**src/hw/rtl/rtt_pkg.sv**
```systemverilog
package rtt_pkg;

  typedef enum logic [1:0] {
    KIND_ADDED   = 2'd0,
    KIND_FULL    = 2'd1,
    KIND_FIRED   = 2'd2,
    KIND_REMOVED = 2'd3
  } kind_e;

  typedef enum logic {
    OP_ADD  = 1'b0,
    OP_TICK = 1'b1
  } op_e;

  typedef enum logic [2:0] {
    ST_IDLE,
    ST_ADD,
    ST_TICK,
    ST_DRAIN,
    ST_FLUSH
  } state_e;

  // classified command as it travels from front to back
  typedef struct packed {
    logic        is_tick;
    logic [31:0] period;
    logic [31:0] reps;
  } cmd_t;

  // one table entry as stored in the slot memory
  typedef struct packed {
    logic [31:0] next_due;
    logic [31:0] period;
    logic [31:0] remaining;
  } slot_t;

  localparam int unsigned SlotBits = $bits(slot_t);

endpackage

```
**src/hw/rtl/rtt_ram.sv**
```systemverilog
module rtt_ram #(
  parameter int unsigned WIDTH = 8,
  parameter int unsigned DEPTH = 16,
  localparam int unsigned AW = (DEPTH > 1) ? $clog2(DEPTH) : 1
) (
  input  logic             clk_i,
  input  logic             we_i,
  input  logic [AW-1:0]    waddr_i,
  input  logic [WIDTH-1:0] wdata_i,
  input  logic             re_i,
  input  logic [AW-1:0]    raddr_i,
  output logic [WIDTH-1:0] rdata_o
);

  logic [WIDTH-1:0] mem_q [DEPTH];
  logic [WIDTH-1:0] rdata_q;

  always_ff @(posedge clk_i) begin
    if (we_i) begin
      mem_q[waddr_i] <= wdata_i;
    end
    if (re_i) begin
      rdata_q <= mem_q[raddr_i];
    end
  end

  assign rdata_o = rdata_q;

endmodule

```
**src/hw/rtl/rtt_front.sv**
```systemverilog
module rtt_front (
  input  logic          clk_i,
  input  logic          rst_ni,
  input  logic          start_i,
  input  logic          opcode_i,
  input  logic [31:0]   interval_ms_i,
  input  logic [31:0]   repeat_total_i,
  output logic          busy_o,
  output logic          cmd_vld_o,
  output rtt_pkg::cmd_t cmd_o,
  input  logic          cmd_pop_i
);
  import rtt_pkg::*;

  cmd_t       q_q [2];
  logic       wr_ptr_q, wr_ptr_d;
  logic       rd_ptr_q, rd_ptr_d;
  logic [1:0] cnt_q, cnt_d;
  logic       push;
  logic       pop;
  cmd_t       cmd_in;

  assign busy_o    = (cnt_q == 2'd2);
  assign cmd_vld_o = (cnt_q != 2'd0);
  assign cmd_o     = q_q[rd_ptr_q];
  assign push      = start_i && !busy_o;
  assign pop       = cmd_pop_i && cmd_vld_o;

  // a zero interval is stored as one
  always_comb begin
    cmd_in.is_tick = (op_e'(opcode_i) == OP_TICK);
    cmd_in.period  = (interval_ms_i == 32'd0) ? 32'd1 : interval_ms_i;
    cmd_in.reps    = repeat_total_i;
  end

  always_comb begin
    wr_ptr_d = push ? !wr_ptr_q : wr_ptr_q;
    rd_ptr_d = pop ? !rd_ptr_q : rd_ptr_q;
    cnt_d    = cnt_q;
    if (push && !pop) begin
      cnt_d = cnt_q + 2'd1;
    end else if (pop && !push) begin
      cnt_d = cnt_q - 2'd1;
    end
  end

  always_ff @(posedge clk_i or negedge rst_ni) begin
    if (!rst_ni) begin
      wr_ptr_q <= 1'b0;
      rd_ptr_q <= 1'b0;
      cnt_q    <= 2'd0;
    end else begin
      wr_ptr_q <= wr_ptr_d;
      rd_ptr_q <= rd_ptr_d;
      cnt_q    <= cnt_d;
    end
  end

  always_ff @(posedge clk_i) begin
    if (push) begin
      q_q[wr_ptr_q] <= cmd_in;
    end
  end

  a_cnt_range: assert property (@(posedge clk_i) disable iff (!rst_ni)
    cnt_q != 2'd3)
    else $error("queue count out of range");

  a_ptr_gap: assert property (@(posedge clk_i) disable iff (!rst_ni)
    (cnt_q == 2'd1) |-> (wr_ptr_q != rd_ptr_q))
    else $error("queue pointers disagree with count");

  a_pop_moves: assert property (@(posedge clk_i) disable iff (!rst_ni)
    (pop && !push) |=> (cnt_q == $past(cnt_q) - 2'd1))
    else $error("pop did not drop the count");

endmodule

```
**src/hw/rtl/rtt_back.sv**
```systemverilog
module rtt_back #(
  parameter int unsigned SLOTS = 16
) (
  input  logic          clk_i,
  input  logic          rst_ni,
  input  logic          cmd_vld_i,
  input  rtt_pkg::cmd_t cmd_i,
  output logic          cmd_pop_o,
  output logic          strobe_o,
  output logic [1:0]    event_kind_o,
  output logic [3:0]    slot_index_o,
  output logic          slot_freed_o,
  output logic          last_o
);
  import rtt_pkg::*;

  localparam int unsigned IDX_W = (SLOTS > 1) ? $clog2(SLOTS) : 1;
  localparam logic [IDX_W-1:0] LAST_IDX = IDX_W'(SLOTS - 1);

  state_e           state_q, state_d;
  logic [IDX_W-1:0] idx_q, idx_d;
  logic [31:0]      now_q, now_d;
  logic [SLOTS-1:0] active_q, active_d;
  cmd_t             cmd_q;
  logic             ev_vld_q, ev_vld_d;
  logic [IDX_W-1:0] ev_idx_q, ev_idx_d;

  // held result: the next one decides whether it was the last beat
  logic             pend_vld_q, pend_vld_d;
  kind_e            pend_kind_q, pend_kind_d;
  logic [3:0]       pend_idx_q, pend_idx_d;
  logic             pend_freed_q, pend_freed_d;

  logic             out_stb_q, out_stb_d;
  kind_e            out_kind_q, out_kind_d;
  logic [3:0]       out_idx_q, out_idx_d;
  logic             out_freed_q, out_freed_d;
  logic             out_last_q, out_last_d;

  logic             ram_we, ram_re;
  logic [IDX_W-1:0] ram_waddr;
  slot_t            ram_wdata, ram_rdata;
  logic [SlotBits-1:0] rdata_raw;

  logic [IDX_W+3:0] idx_wide, ev_idx_wide;
  logic [3:0]       idx4, ev_idx4;
  logic [31:0]      late;
  logic             fire;

  assign idx_wide    = {4'b0000, idx_q};
  assign ev_idx_wide = {4'b0000, ev_idx_q};
  assign idx4        = idx_wide[3:0];
  assign ev_idx4     = ev_idx_wide[3:0];
  assign ram_rdata   = slot_t'(rdata_raw);

  // wrap-safe due test: now - due, read as signed, not negative
  assign late = now_q - ram_rdata.next_due;
  assign fire = ev_vld_q && active_q[ev_idx_q] && !late[31];

  rtt_ram #(
    .WIDTH(SlotBits),
    .DEPTH(SLOTS)
  ) u_slots (
    .clk_i  (clk_i),
    .we_i   (ram_we),
    .waddr_i(ram_waddr),
    .wdata_i(ram_wdata),
    .re_i   (ram_re),
    .raddr_i(idx_q),
    .rdata_o(rdata_raw)
  );

  always_comb begin
    state_d = state_q;
    case (state_q)
      ST_IDLE: begin
        if (cmd_vld_i) begin
          state_d = cmd_i.is_tick ? ST_TICK : ST_ADD;
        end
      end
      ST_ADD: begin
        if (!active_q[idx_q] || idx_q == LAST_IDX) begin
          state_d = ST_IDLE;
        end
      end
      ST_TICK: begin
        if (idx_q == LAST_IDX) begin
          state_d = ST_DRAIN;
        end
      end
      ST_DRAIN: state_d = ST_FLUSH;
      ST_FLUSH: state_d = ST_IDLE;
      default:  state_d = ST_IDLE;
    endcase
  end

  always_comb begin
    cmd_pop_o    = 1'b0;
    idx_d        = idx_q;
    now_d        = now_q;
    active_d     = active_q;
    ev_vld_d     = 1'b0;
    ev_idx_d     = ev_idx_q;
    ram_we       = 1'b0;
    ram_re       = 1'b0;
    ram_waddr    = idx_q;
    ram_wdata    = '{next_due: now_q, period: cmd_q.period, remaining: cmd_q.reps};
    pend_vld_d   = pend_vld_q;
    pend_kind_d  = pend_kind_q;
    pend_idx_d   = pend_idx_q;
    pend_freed_d = pend_freed_q;
    out_stb_d    = 1'b0;
    out_kind_d   = out_kind_q;
    out_idx_d    = out_idx_q;
    out_freed_d  = out_freed_q;
    out_last_d   = out_last_q;

    case (state_q)
      ST_IDLE: begin
        if (cmd_vld_i) begin
          cmd_pop_o = 1'b1;
          idx_d     = '0;
          if (cmd_i.is_tick) begin
            now_d = now_q + 32'd1;
          end
        end
      end
      ST_ADD: begin
        if (!active_q[idx_q]) begin
          ram_we          = 1'b1;
          active_d[idx_q] = 1'b1;
          out_stb_d       = 1'b1;
          out_kind_d      = KIND_ADDED;
          out_idx_d       = idx4;
          out_freed_d     = 1'b0;
          out_last_d      = 1'b1;
        end else if (idx_q == LAST_IDX) begin
          out_stb_d   = 1'b1;
          out_kind_d  = KIND_FULL;
          out_idx_d   = 4'd0;
          out_freed_d = 1'b0;
          out_last_d  = 1'b1;
        end else begin
          idx_d = idx_q + IDX_W'(1);
        end
      end
      ST_TICK: begin
        ram_re   = 1'b1;
        ev_vld_d = 1'b1;
        ev_idx_d = idx_q;
        idx_d    = idx_q + IDX_W'(1);
      end
      ST_FLUSH: begin
        if (pend_vld_q) begin
          out_stb_d   = 1'b1;
          out_kind_d  = pend_kind_q;
          out_idx_d   = pend_idx_q;
          out_freed_d = pend_freed_q;
          out_last_d  = 1'b1;
        end
        pend_vld_d = 1'b0;
      end
      default: begin
      end
    endcase

    // evaluate the slot read in the previous cycle
    if (fire) begin
      if (pend_vld_q) begin
        out_stb_d   = 1'b1;
        out_kind_d  = pend_kind_q;
        out_idx_d   = pend_idx_q;
        out_freed_d = pend_freed_q;
        out_last_d  = 1'b0;
      end
      pend_vld_d = 1'b1;
      pend_idx_d = ev_idx4;
      if (ram_rdata.remaining == 32'd0) begin
        active_d[ev_idx_q] = 1'b0;
        pend_kind_d        = KIND_REMOVED;
        pend_freed_d       = 1'b1;
      end else if (ram_rdata.remaining == 32'd1) begin
        active_d[ev_idx_q] = 1'b0;
        pend_kind_d        = KIND_FIRED;
        pend_freed_d       = 1'b1;
      end else begin
        ram_we       = 1'b1;
        ram_waddr    = ev_idx_q;
        ram_wdata    = '{next_due: ram_rdata.next_due + ram_rdata.period,
                         period: ram_rdata.period,
                         remaining: ram_rdata.remaining - 32'd1};
        pend_kind_d  = KIND_FIRED;
        pend_freed_d = 1'b0;
      end
    end
  end

  always_ff @(posedge clk_i or negedge rst_ni) begin
    if (!rst_ni) begin
      state_q    <= ST_IDLE;
      idx_q      <= '0;
      now_q      <= 32'd0;
      active_q   <= '0;
      ev_vld_q   <= 1'b0;
      pend_vld_q <= 1'b0;
      out_stb_q  <= 1'b0;
    end else begin
      state_q    <= state_d;
      idx_q      <= idx_d;
      now_q      <= now_d;
      active_q   <= active_d;
      ev_vld_q   <= ev_vld_d;
      pend_vld_q <= pend_vld_d;
      out_stb_q  <= out_stb_d;
    end
  end

  always_ff @(posedge clk_i) begin
    if (cmd_pop_o) begin
      cmd_q <= cmd_i;
    end
    ev_idx_q     <= ev_idx_d;
    pend_kind_q  <= pend_kind_d;
    pend_idx_q   <= pend_idx_d;
    pend_freed_q <= pend_freed_d;
    out_kind_q   <= out_kind_d;
    out_idx_q    <= out_idx_d;
    out_freed_q  <= out_freed_d;
    out_last_q   <= out_last_d;
  end

  assign strobe_o     = out_stb_q;
  assign event_kind_o = out_kind_q;
  assign slot_index_o = out_idx_q;
  assign slot_freed_o = out_freed_q;
  assign last_o       = out_last_q;

  a_pend_idle: assert property (@(posedge clk_i) disable iff (!rst_ni)
    (state_q == ST_IDLE || state_q == ST_ADD) |-> !pend_vld_q)
    else $error("held result left over outside a tick scan");

  a_eval_scan: assert property (@(posedge clk_i) disable iff (!rst_ni)
    ev_vld_q |-> (state_q == ST_TICK || state_q == ST_DRAIN))
    else $error("slot evaluated outside a tick scan");

  a_now_step: assert property (@(posedge clk_i) disable iff (!rst_ni)
    (cmd_pop_o && cmd_i.is_tick) |=> (now_q == $past(now_q) + 32'd1))
    else $error("time counter did not advance on tick");

  a_add_beat: assert property (@(posedge clk_i) disable iff (!rst_ni)
    (out_stb_q && (out_kind_q == KIND_ADDED || out_kind_q == KIND_FULL)) |-> out_last_q)
    else $error("add result not marked last");

endmodule

```
**src/hw/rtl/repeating_timer_table_core.sv**
```systemverilog
// table of repeating timers driven by a millisecond tick
// command channel: an item is taken on a clock edge with start_i high and
// busy_o low; opcode_i selects add (interval_ms_i, repeat_total_i) or tick.
// a two-entry command queue sits in front of the table engine, so busy_o
// only rises when two commands are waiting behind the one in progress.
// result channel: every beat is on the result ports for exactly one cycle
// while strobe_o is high; last_o marks the final beat of a command. the
// receiver has no way to hold results off.
// add: scans the slot flags one per cycle and takes the first free slot.
// tick: the slot memory is read one slot per cycle with the evaluation of
// the previous slot overlapped; the engine takes the next command only after
// the scan, the drain and the flush. fired slots come out in ascending slot
// order, a tick with nothing due gives no beat. the scan goes through the
// single read port of the slot memory.
// reset clears the time counter, all slot flags and the queue; slot memory
// contents are not cleared and are used only for slots that were added.
module repeating_timer_table_core #(
  parameter int unsigned SLOTS = 16
) (
  input  logic        clk_i,
  input  logic        rst_ni,
  input  logic        start_i,
  output logic        busy_o,
  input  logic        opcode_i,
  input  logic [31:0] interval_ms_i,
  input  logic [31:0] repeat_total_i,
  output logic        strobe_o,
  output logic [1:0]  event_kind_o,
  output logic [3:0]  slot_index_o,
  output logic        slot_freed_o,
  output logic        last_o
);
  import rtt_pkg::*;

  cmd_t cmd;
  logic cmd_vld;
  logic cmd_pop;

  rtt_front u_front (
    .clk_i         (clk_i),
    .rst_ni        (rst_ni),
    .start_i       (start_i),
    .opcode_i      (opcode_i),
    .interval_ms_i (interval_ms_i),
    .repeat_total_i(repeat_total_i),
    .busy_o        (busy_o),
    .cmd_vld_o     (cmd_vld),
    .cmd_o         (cmd),
    .cmd_pop_i     (cmd_pop)
  );

  rtt_back #(
    .SLOTS(SLOTS)
  ) u_back (
    .clk_i       (clk_i),
    .rst_ni      (rst_ni),
    .cmd_vld_i   (cmd_vld),
    .cmd_i       (cmd),
    .cmd_pop_o   (cmd_pop),
    .strobe_o    (strobe_o),
    .event_kind_o(event_kind_o),
    .slot_index_o(slot_index_o),
    .slot_freed_o(slot_freed_o),
    .last_o      (last_o)
  );

endmodule

```
**config.mk**
```make
export PLATFORM = sky130hd
export DESIGN_NAME = repeating_timer_table_core
export DESIGN_NICKNAME = d
export VERILOG_FILES = /design/src/hw/rtl/rtt_pkg.sv /design/src/hw/rtl/rtt_ram.sv /design/src/hw/rtl/rtt_front.sv /design/src/hw/rtl/rtt_back.sv /design/src/hw/rtl/repeating_timer_table_core.sv
export SDC_FILE = /design/constraint.sdc
export NUM_CORES = 2
export LEC_CHECK = 0
export BUFFER_PORTS_ARGS = -buffer_cell sky130_fd_sc_hd__buf_2
export CORE_MARGIN = 3
export CORE_UTILIZATION = 40
export CTS_CLUSTER_DIAMETER = 50
export DETAILED_ROUTE_END_ITERATION = 10
export PLACE_DENSITY = 0.64
export RECOVER_POWER = 25
export SYNTH_ARGS = -nofsm -noshare
export SYNTH_HDL_FRONTEND = slang
export SYNTH_SLANG_ARGS = --single-unit
```
**constraint.sdc**
```tcl
create_clock -name clk_i -period 38.8 [get_ports clk_i]
set_input_delay 9.7 -clock clk_i [delete_from_list [all_inputs] [get_ports clk_i]]
set_output_delay 9.7 -clock clk_i [all_outputs]
set_load 0.02 [all_outputs]
```
==> reports/results.ini <==
[final_layout]
syn2layout_area_growth_pct=13.2
drive_above_1_share_pct=25.8
final_cells=6348
final_cell_mix=edfxtp_1 (1,836), mux4_2 (490), clkbuf_16 (200)
finish.net_count=3839
postLayoutCoreUtil_pct=45.7
fin_area_um2=84900
layout_commonest_cell=edfxtp_1

[power]
power.share.combinational_pct=22.5
p_switching_mw=1.69
swShare_pct=28.4
p_clk_share_pct=30.3
powerDensity_nw_per_um2=70.4
p_total_mw=5.97
internal-power_mw=4.28
p_seq_share_pct=47.3
peakVddDrop_uv=46.8
p_leak_nw=27.1

[yosys]
synthDistinctLibCells=64
syn-num-nets=3643
syn_inst=3505
seq_area_frac_synth_pct=75.8
synth.ff_latch_count=1906
synth-simple-area-share_pct=2.31
synth_mux_area_share_pct=16.2
synth_edf_count=1836
avgSynthCellArea_um2=21.4
ys_warn_count=0
synth_fa_ha_area_share_pct=1.18
synthFlopType=edfxtp_1
synth_compound_gate_area_share_pct=2.11
synth_top_family_by_area=multiplexers
synth_area_um2=75000
async_reset_ff_share_pct=3.25
yosys.area_share.xor_xnor_pct=1.09

[placed_design]
io_buffers=77
hpwl_um=86400
placed_area_um2=78900
gp_congestion=0.773
dp.cells=5981

[critical_path]
worstPathMaxFanout=145
criticalPathCategory=reg2reg
crit_start=u_back.u_slots.rdata_o[5]
worst_setup_path_end_kind=flop
critical-path-max-stage-delay_ns=5.92
crit_buf_inv=3
critical-path-top-delay-family=buffers and inverters
required_ns=38.87
path_cells=or4_1 > nor4_1 > and3_1 > inv_1 > o21ai_0 > clkbuf_1 > clkbuf_1 > o21ai_1
start_kind=flop
crit_slowest_cell=clkbuf_1
r2r_start=u_back.u_slots.rdata_o[5]
worst_path_most_repeated_cell=clkbuf_1
worstPathArrival_ns=14.04

[floorplan]
coreArea_um2=186000
die_w_um=439
chipHeight_um=439
dieArea_um2=193000
io_pins=78
start_util_pct=40.3
rows=158

[sta]
skew_ns=0.0384
setup_viol=0
rsz0062_at_grt=false
finalSetupTns_ns=0
hold_violations=0
maxSlewViolCount=1404
fmax_mhz=71.6
maxSlewHeadroom_pct=-499
finalCritPeriodShare_pct=36.0
tightest_slew_ns=8.98
fin_crit_ns=13.97

[routing]
route.final.wire_length_um=171000
first_pass_iters=5
drt-initial-drc-count=3609
wl_per_cell_um=26.9
drcViolationCount=0
vias=35400
ant_nets=0
viasPerCell=5.58

[cts]
clk-insertion-delay-late_ns=0.83
htreeDepth=4
cts_num_sinks=1906
cts_root_buf=clkbuf_16
cts_setup_buffers=0
cts_tree=yes
cts_resized=0
numCtsBuffers=198
cts_buffer_depth=3
cts.reportedPaths.clkPinSlew_ns=0.06
ctsHoldBuffers=0

[global_routing]
grt_use_total_pct=17.9
antenna_found_initial=8
grt_max_degree=146
grt_pass1_wl_um=252000
overflow=0
grt_pass1_vias=36700

[min_path]
hold_start=u_back.event_kind_o[1]
min_path_type=reg2reg

[outcome]
violations=max-capacitance violations, max-slew violations
status=finished with violations

[flow_run]
cap_viol_max_count=30

==> area by class of cell <==
cell class	instances	area [µm²]
Inverter	47	176
Sequential cell	1906	56800
Timing Repair Buffer	188	1190
Multi-Input combinational cell	1360	17300
Antenna cell	3	7.51
Tap cell	2480	3100
Fill cell	15400	101000
Clock buffer	250	5240
Clock inverter	114	996
==> worst paths after layout <==
kind / endpoint / slack [ns] / cells after the start
setup reg to reg: u_back.u_slots.mem_q[11][30] / 24.83 / 8
max in group asynchronous: u_back.now_q[6] / 29.01 / 2
setup / recovery: u_back.u_slots.mem_q[11][30] / 24.83 / 8
min in group asynchronous: u_back.strobe_o / 8.74 / 1
hold / removal: u_back.event_kind_o[1] / 0.44 / 1
hold reg to reg: u_back.event_kind_o[1] / 0.44 / 1
==> registers in the layout, indices dropped and copies added (netlist names), 3 cells and up <==
name                    count
u_back.idx4                 4
u_back.state_q              3
u_back.ev_idx4              4
u_back.active_q            16
u_back.cmd_q               64
u_back.u_slots.rdata_o     96
u_back.u_slots.mem_q     1536
u_back.now_q               32
u_front.q_q               130
u_back.pend_idx_q           4
u_back.slot_index_o         4
==> per-layer routing <==
metal	wire length (µm)	vias to the layer above	global-route usage [%]
met5	0	-	0
met4	5340	0	5.72
met3	10500	278	3.12
met2	84700	1162	29.6
met1	70500	19000	24.1
li1	-	15000	-
==> power by group through the flow <==
stage | clock, mW | sequential (mW) | combinational [mW]
after floorplan | 0 | 2.78 | 0.945
after global placement | 0 | 2.85 | 1.32
after detailed placement | 0 | 2.85 | 1.34
after CTS | 1.84 | 2.81 | 1.35
after global routing | 1.93 | 2.84 | 1.47
final | 1.81 | 2.82 | 1.34
==> through the flow <==
stage	worst slack, ns	hold slack (ns)
2_1_floorplan	25.81	0.421
3_3_place_gp	27.17	0.433
3_5_place_dp	27.15	0.436
4_1_cts	27.39	0.450
5_1_grt	23.74	0.471
6_report	24.83	0.443
==> synthesized netlist by cell type (3+ instances only) <==
library cell	instances	share of area, %
nand3_1	35	0.23
mux4_2	490	15
nand2_1	118	0.59
o41ai_1	5	0.058
o31ai_1	20	0.20
clkbuf_1	140	0.70
xnor2_1	59	0.69
o21bai_1	6	0.060
and3_1	14	0.12
nand2b_1	16	0.13
and4_1	5	0.058
o21ai_0	76	0.51
a21o_1	28	0.28
buf_1	27	0.14
dfxtp_1	8	0.21
or4_1	4	0.040
edfxtp_1	1836	74
nor4_1	16	0.13
a22oi_1	3	0.030
dfrtp_1	62	2.1
nor3_1	35	0.23
a21oi_1	45	0.30
a21boi_0	4	0.040
a31oi_1	28	0.23
o21a_1	5	0.050
inv_1	47	0.24
buf_4	4	0.040
nor2b_1	5	0.042
or3_1	8	0.067
or2_2	3	0.025
nand4_1	17	0.14
a211oi_1	5	0.050
and2_1	6	0.050
mux2_1	6	0.090
buf_2	17	0.11
clkbuf_2	4	0.027
xor2_1	34	0.40
mux2_2	94	1.4
ha_1	69	1.2
nor2_1	64	0.32
o2bb2ai_1	6	0.070
==> cell families after synthesis <==
| group | Yosys count |
|---|---|
| muxes | 591 |
| AOI/OAI and AO/OA | 249 |
| DFF | 1906 |
| and+or+nand+nor | 357 |
| xor gates and xnor gates | 93 |
| adders and majority gates | 70 |
| buffers and inverters | 239 |
No activity file was read; power rests on OpenSTA's default activity.
